### config.mk
export PLATFORM = sky130hd
export DESIGN_NAME = tpnc_fifo
export DESIGN_NICKNAME = d
export VERILOG_FILES = /design/src/design/tpnc_pkg.sv /design/src/design/tpnc_fifo.sv
export SDC_FILE = /design/constraint.sdc
export NUM_CORES = 1
export LEC_CHECK = 0
export CORE_MARGIN = 3
export CORE_UTILIZATION = 52
export CTS_CLUSTER_DIAMETER = 80
export DETAILED_ROUTE_END_ITERATION = 8
export DONT_BUFFER_PORTS = 1
export PLACE_DENSITY = 0.71
export SYNTH_ARGS = -nofsm -noshare
export SYNTH_HDL_FRONTEND = slang
export SYNTH_SLANG_ARGS = --single-unit
export TNS_END_PERCENT = 100
### constraint.sdc
create_clock -name clk_i -period 4.9 [get_ports clk_i]
set_clock_uncertainty 0.15 [all_clocks]
set_input_delay 0.98 -clock clk_i [delete_from_list [all_inputs] [get_ports clk_i]]
set_output_delay 0.98 -clock clk_i [all_outputs]
set_load 0.02 [all_outputs]
### src/design/tpnc_pkg.sv
// shared types, constants and rounding helpers for the torus evaluator
`timescale 1ns / 1ps
package tpnc_pkg;

  localparam int ANGLE_BITS_DEF = 16;
  localparam int FRAC_BITS_DEF  = 12;

  // quarter wave polynomial coefficients, Q16
  localparam logic [16:0] SIN_A = 17'd102944;
  localparam logic [15:0] SIN_B = 16'd42048;
  localparam logic [12:0] SIN_C = 13'd4640;
  localparam logic [15:0] ONE_Q14 = 16'd16384;

  localparam logic [15:0] MAJOR_RST = 16'd8192;
  localparam logic [15:0] MINOR_RST = 16'd4096;

  localparam int CFG_IDX_W = 2;
  localparam int QDEPTH    = 2;
  localparam int RHO_W     = 18;

  typedef enum logic [CFG_IDX_W-1:0] {
    REG_MAJOR = 2'd0,
    REG_MINOR = 2'd1
  } tpnc_reg_e;

  typedef struct packed {
    logic [15:0] angle_u;
    logic [15:0] angle_v;
  } tpnc_in_t;

  typedef struct packed {
    logic signed [19:0] pos_x;
    logic signed [19:0] pos_y;
    logic signed [19:0] pos_z;
    logic signed [15:0] normal_x;
    logic signed [15:0] normal_y;
    logic signed [15:0] normal_z;
    logic signed [31:0] gauss_curv;
    logic signed [31:0] mean_curv;
    logic               config_invalid;
  } tpnc_out_t;

  // front to back: trig values and rho
  typedef struct packed {
    logic signed [15:0]      sin_u;
    logic signed [15:0]      cos_u;
    logic signed [15:0]      sin_v;
    logic signed [15:0]      cos_v;
    logic signed [RHO_W-1:0] rho;
  } tpnc_mid_t;

  // shift right by 14, round half away from zero
  function automatic logic signed [47:0] rshift14(input logic signed [47:0] x);
    logic signed [47:0] m;
    if (x >= 0) begin
      rshift14 = (x + 48'sd8192) >>> 14;
    end else begin
      m = (-x + 48'sd8192) >>> 14;
      rshift14 = -m;
    end
  endfunction

  function automatic logic signed [19:0] clamp20(input logic signed [47:0] x);
    if (x > 48'sd524287) begin
      clamp20 = 20'sh7FFFF;
    end else if (x < -48'sd524288) begin
      clamp20 = 20'sh80000;
    end else begin
      clamp20 = x[19:0];
    end
  endfunction

endpackage

### src/design/tpnc_fifo.sv
// small register queue between front and back
`timescale 1ns / 1ps
module tpnc_fifo (
  input  logic                clk_i,
  input  logic                rst_ni,
  input  logic                in_valid_i,
  output logic                in_ready_o,
  input  tpnc_pkg::tpnc_mid_t in_data_i,
  output logic                out_valid_o,
  input  logic                out_ready_i,
  output tpnc_pkg::tpnc_mid_t out_data_o
);
  import tpnc_pkg::*;

  localparam int PW = (QDEPTH > 1) ? $clog2(QDEPTH) : 1;
  localparam int CW = $clog2(QDEPTH + 1);

  tpnc_mid_t       mem_q [QDEPTH];
  logic [PW-1:0]   wr_q, rd_q;
  logic [CW-1:0]   cnt_q;
  logic            push, pop;

  assign in_ready_o  = (cnt_q != CW'(QDEPTH));
  assign out_valid_o = (cnt_q != '0);
  assign push        = in_valid_i && in_ready_o;
  assign pop         = out_valid_o && out_ready_i;
  assign out_data_o  = mem_q[rd_q];

  function automatic logic [PW-1:0] ptr_inc(input logic [PW-1:0] p);
    ptr_inc = (p == PW'(QDEPTH - 1)) ? '0 : p + PW'(1);
  endfunction

  always_ff @(posedge clk_i or negedge rst_ni) begin
    if (!rst_ni) begin
      wr_q  <= '0;
      rd_q  <= '0;
      cnt_q <= '0;
    end else begin
      if (push) wr_q <= ptr_inc(wr_q);
      if (pop)  rd_q <= ptr_inc(rd_q);
      if (push && !pop) begin
        cnt_q <= cnt_q + CW'(1);
      end else if (pop && !push) begin
        cnt_q <= cnt_q - CW'(1);
      end
    end
  end

  always_ff @(posedge clk_i) begin
    if (push) mem_q[wr_q] <= in_data_i;
  end

  a_cnt_range: assert property (@(posedge clk_i) disable iff (!rst_ni)
    cnt_q <= CW'(QDEPTH)) else $error("queue count beyond depth");
  a_cnt_up: assert property (@(posedge clk_i) disable iff (!rst_ni)
    push && !pop |=> cnt_q == $past(cnt_q) + CW'(1)) else $error("queue count missed a push");
  a_cnt_dn: assert property (@(posedge clk_i) disable iff (!rst_ni)
    pop && !push |=> cnt_q == $past(cnt_q) - CW'(1)) else $error("queue count missed a pop");

endmodule

==> out/results.txt <==
In the final routed layout, each cell accounts on average for 21.21 um. The relative area change from synthesis to final layout works out to 10.21%. Along the worst path, the maximum fanout reaches 50. TritonCTS built the clock tree. For this design the ratio of total power to cell area is 672.8 nW/um^2. The critical path data arrival time is 2.20 ns, and the worst slew margin relative to its limit is 0.2452.

Number of violations reported at the end of detailed-routing iteration 0: 202. The tools report the overall fraction of global-route tracks in use as 0.1516. The core utilization of the finished layout was 0.5904. The sequential cell fraction of total power came out at 0.452.

The critical path start-end classification is reg -> out. The layout has 863 filler cells. Setup repair after global routing left no endpoint under its margin. Across the run, the number of max-cap violations was 0. The count of vias placed by the detailed router is 2460, and the count of endpoints failing setup in the final report is 0. CTS built an H-tree with a depth of 4. The nature of the critical path startpoint is a flop. The total wirelength of the detailed-routed design is 9883 um, and the I/O pin total is 170. Routability-driven placement finished with a final weighted congestion of 0.6754.

The tools report the number of antenna violations at the first check in global routing as 1. The run gives 2660 as the via count of the first global-routing pass. Before antenna repair, the detailed router went through 4 iterations.

The endpoint type of the worst setup path was a primary output. The logs give 0 for the post-cts sizing count and 0 for the number of warnings reported in the yosys synthesis log. The maximum vdd drop was 0.5196 mV; the buffer depth of the longest clock path was 2.

For the clock network fraction of design power, the log shows 0.260. For the part of the total power dissipated in combinational logic, the log shows 0.288. The design draws 4.791 mW. After floorplanning, the core was divided into 40 placement rows. The run finished with clean final reports. The reported net switching power was 1.509 mW; the instance area at placement was 6559 sq um. Hold is met by 0.1093 ns. The tools report the post-synthesis instance area as 6461 sq um. The run gives 6230 um as the detailed placement HPWL. The path class of the tightest hold or removal check is in -> async. The die height is 117.5 um, and the average cell area after synthesis is 23.67 sq um. The total clock buffers created by CTS was 17; the worst-margin pin slew was 1.132 ns. Prior to clock tree synthesis, the placed netlist has a worst setup slack of 1.983 ns. The run gives 0.5357 as the initial core utilization. The number of setup buffers added after CTS is 0.

In the routed layout, each cell is associated on average with a via count of 5.279. After clock tree synthesis, the clock-pin slew on the worst setup and hold paths is 0.06 ns. The logs give 83 for the maximum number of pins on one net before global-route repair and 16 for the count of unique library cells instantiated by Yosys. The tools report the register area share after synthesis as 0.7777. The number of hold buffers added after CTS came out at 0.

Summed over all failing endpoints, the final setup total negative slack is 0 ns. The first global-routing pass estimated 15450 um of wire. The final number of max-transition violations was 0. The logs give 300.7 MHz for the upper clock frequency limit and 12060 sq um for the core box area. In the post-synthesis netlist, the biggest area contributors are sky130_fd_sc_hd__edfxtp_1 76%, sky130_fd_sc_hd__mux2_4 16%, sky130_fd_sc_hd__buf_12 2.2%, sky130_fd_sc_hd__mux2_2 2.1%, sky130_fd_sc_hd__dfrtp_1 1.5%. The run gives 372 as the total number of nets in the final design. The post-route clock period utilization was 0.6786.

The CTS root buffer is sky130_fd_sc_hd__clkbuf_16. The internal portion of the total power is 3.282 mW. The largest total area in the synthesized netlist belongs to sky130_fd_sc_hd__edfxtp_1. The share of final-layout standard cells stronger than drive strength 1 is 0.3826.

During placement, the flow inserted port buffers numbering 0. In this run the static leakage power is 2.519 nW. The clock reaches the later pin of the worst-skew pair after 0.41 ns. The switching power share of the total is 0.3150. The number of instances in the synthesized netlist is 273. The logs give 168 for the number of sinks driven by the clock tree and 0 for the number of hold violations in the final report. The die covers 13800 sq um. In this run, synthesis produced a sequential element count of 168.

The run gives 0 as the post-route antenna net violation count. The number of placed instances, taps included, is 434. Antenna cell count: 0. The net count of the mapped netlist came out at 360. Once layout is done, the placed cells without fillers occupy 7121 sq um.

The worst path needs 3.325 ns of the cycle, external delays included. The detailed-route DRC error count is 0. The area share of the largest cell type after synthesis is 0.7622, and the critical path data required time is 3.77 ns. The final setup slack of the worst path is 1.575 ns, and the x dimension of the die is 117.5 um.

Global routing finished with a remaining overflow of 0. Leaving out filler cells and counting taps, the final layout contains 466.
cell families (layout without fill, tap and decap cells):
family	after synthesis	count (layout)	share of synthesized area
XOR/XNOR	5	5	0.006779
adder cells (fa/ha/maj)	1	1	0.001936
buffers and inverters	10	35	0.02478
flip-flops	168	168	0.7777
multiplexers	82	82	0.1836
AND/OR/NAND/NOR	7	7	0.005231
cell usage after synthesis:
library cell / instances
sky130_fd_sc_hd__and3_1: 1
sky130_fd_sc_hd__nor2_1: 2
sky130_fd_sc_hd__xor2_1: 2
sky130_fd_sc_hd__buf_2: 1
sky130_fd_sc_hd__ha_1: 1
sky130_fd_sc_hd__inv_1: 1
sky130_fd_sc_hd__mux2_2: 12
sky130_fd_sc_hd__dfrtp_1: 4
sky130_fd_sc_hd__buf_12: 7
sky130_fd_sc_hd__nand2_1: 2
sky130_fd_sc_hd__buf_6: 1
sky130_fd_sc_hd__nand2b_1: 1
sky130_fd_sc_hd__or2_2: 1
sky130_fd_sc_hd__xnor2_1: 3
sky130_fd_sc_hd__mux2_4: 70
sky130_fd_sc_hd__edfxtp_1: 164
power groups by stage:
stage / Clock [mW] / Sequential [mW] / Combinational [mW]
2_1_floorplan: 0 / 2.08 / 1.43
3_3_place_gp: 0 / 2.19 / 1.40
3_5_place_dp: 0 / 2.20 / 1.41
4_1_cts: 1.27 / 2.17 / 1.41
5_1_grt: 1.34 / 2.21 / 1.45
6_report: 1.25 / 2.16 / 1.38
flip-flops by register name, indices dropped and copies added (netlist names):
signal and cells:
rd_q 1, cnt_q 2, mem_q 164, wr_q 1
worst max-delay path: stages, from the launching register on:
cell,delay [ns]
sky130_fd_sc_hd__dfrtp_4,1.01
sky130_fd_sc_hd__buf_12,0.35
sky130_fd_sc_hd__mux2_4,0.37
path summary, 6_finish.rpt:
check / start / endpoint / slack (ns) / depth (start not counted)
worst max-delay path: rd_q$_DFFE_PN0P_ / out_data_o[9] / 1.57 / 2
worst min-delay path: rst_ni / rd_q$_DFFE_PN0P_ / 0.11 / 0
worst max register to register: cnt_q[0]$_DFFE_PN0P_ / mem_q[0][72]$_DFFE_PP_ / 2.47 / 4
worst min register to register: cnt_q[1]$_DFFE_PN0P_ / cnt_q[1]$_DFFE_PN0P_ / 0.33 / 1
max in group asynchronous: rst_ni / rd_q$_DFFE_PN0P_ / 4.41 / 0
min in group clk_i: cnt_q[1]$_DFFE_PN0P_ / cnt_q[1]$_DFFE_PN0P_ / 0.33 / 1
placed cells by master, fill, tap and decap left out:
master	Yosys	routed
sky130_fd_sc_hd__buf_12	7	1
sky130_fd_sc_hd__clkinvlp_4	0	3
sky130_fd_sc_hd__inv_6	0	1
sky130_fd_sc_hd__nand2b_1	1	1
sky130_fd_sc_hd__xnor2_1	3	3
sky130_fd_sc_hd__clkbuf_1	0	1
sky130_fd_sc_hd__edfxtp_1	164	164
sky130_fd_sc_hd__and3_4	0	1
sky130_fd_sc_hd__clkinv_2	0	1
sky130_fd_sc_hd__clkbuf_16	0	17
sky130_fd_sc_hd__buf_4	0	1
sky130_fd_sc_hd__dfrtp_1	4	3
sky130_fd_sc_hd__xor2_1	2	2
sky130_fd_sc_hd__nand2_1	2	2
sky130_fd_sc_hd__nor2_1	2	1
sky130_fd_sc_hd__mux2_4	70	70
sky130_fd_sc_hd__dfrtp_4	0	1
sky130_fd_sc_hd__clkinv_4	0	2
sky130_fd_sc_hd__bufinv_16	0	2
sky130_fd_sc_hd__nor2_4	0	1
sky130_fd_sc_hd__ha_1	1	1
sky130_fd_sc_hd__or2_2	1	1
sky130_fd_sc_hd__inv_1	1	1
sky130_fd_sc_hd__mux2_2	12	12
sky130_fd_sc_hd__clkinv_1	0	5
layout make-up:
type,instances,area (sq um),area share
Clock inverter,14,132.6,0.01863
Sequential cell,168,5029,0.7062
Tap cell,168,210.2,0.02952
Timing Repair Buffer,2,27.53,0.003866
Inverter,1,3.754,0.0005271
Multi-Input combinational cell,95,1289,0.1810
Clock buffer,18,429.2,0.06027
metal layers:
metal,share of wire,vias to the layer above,routed length [um],global-route usage
met2,0.49,128,4815,0.2319
met1,0.37,1207,3629,0.1668
met3,0.13,17,1247,0.09755
met4,0.017,2,172,0.06813
li1,-,1106,-,-
met5,0.0017,-,17,0
No activity file was read; power rests on OpenSTA's default activity.
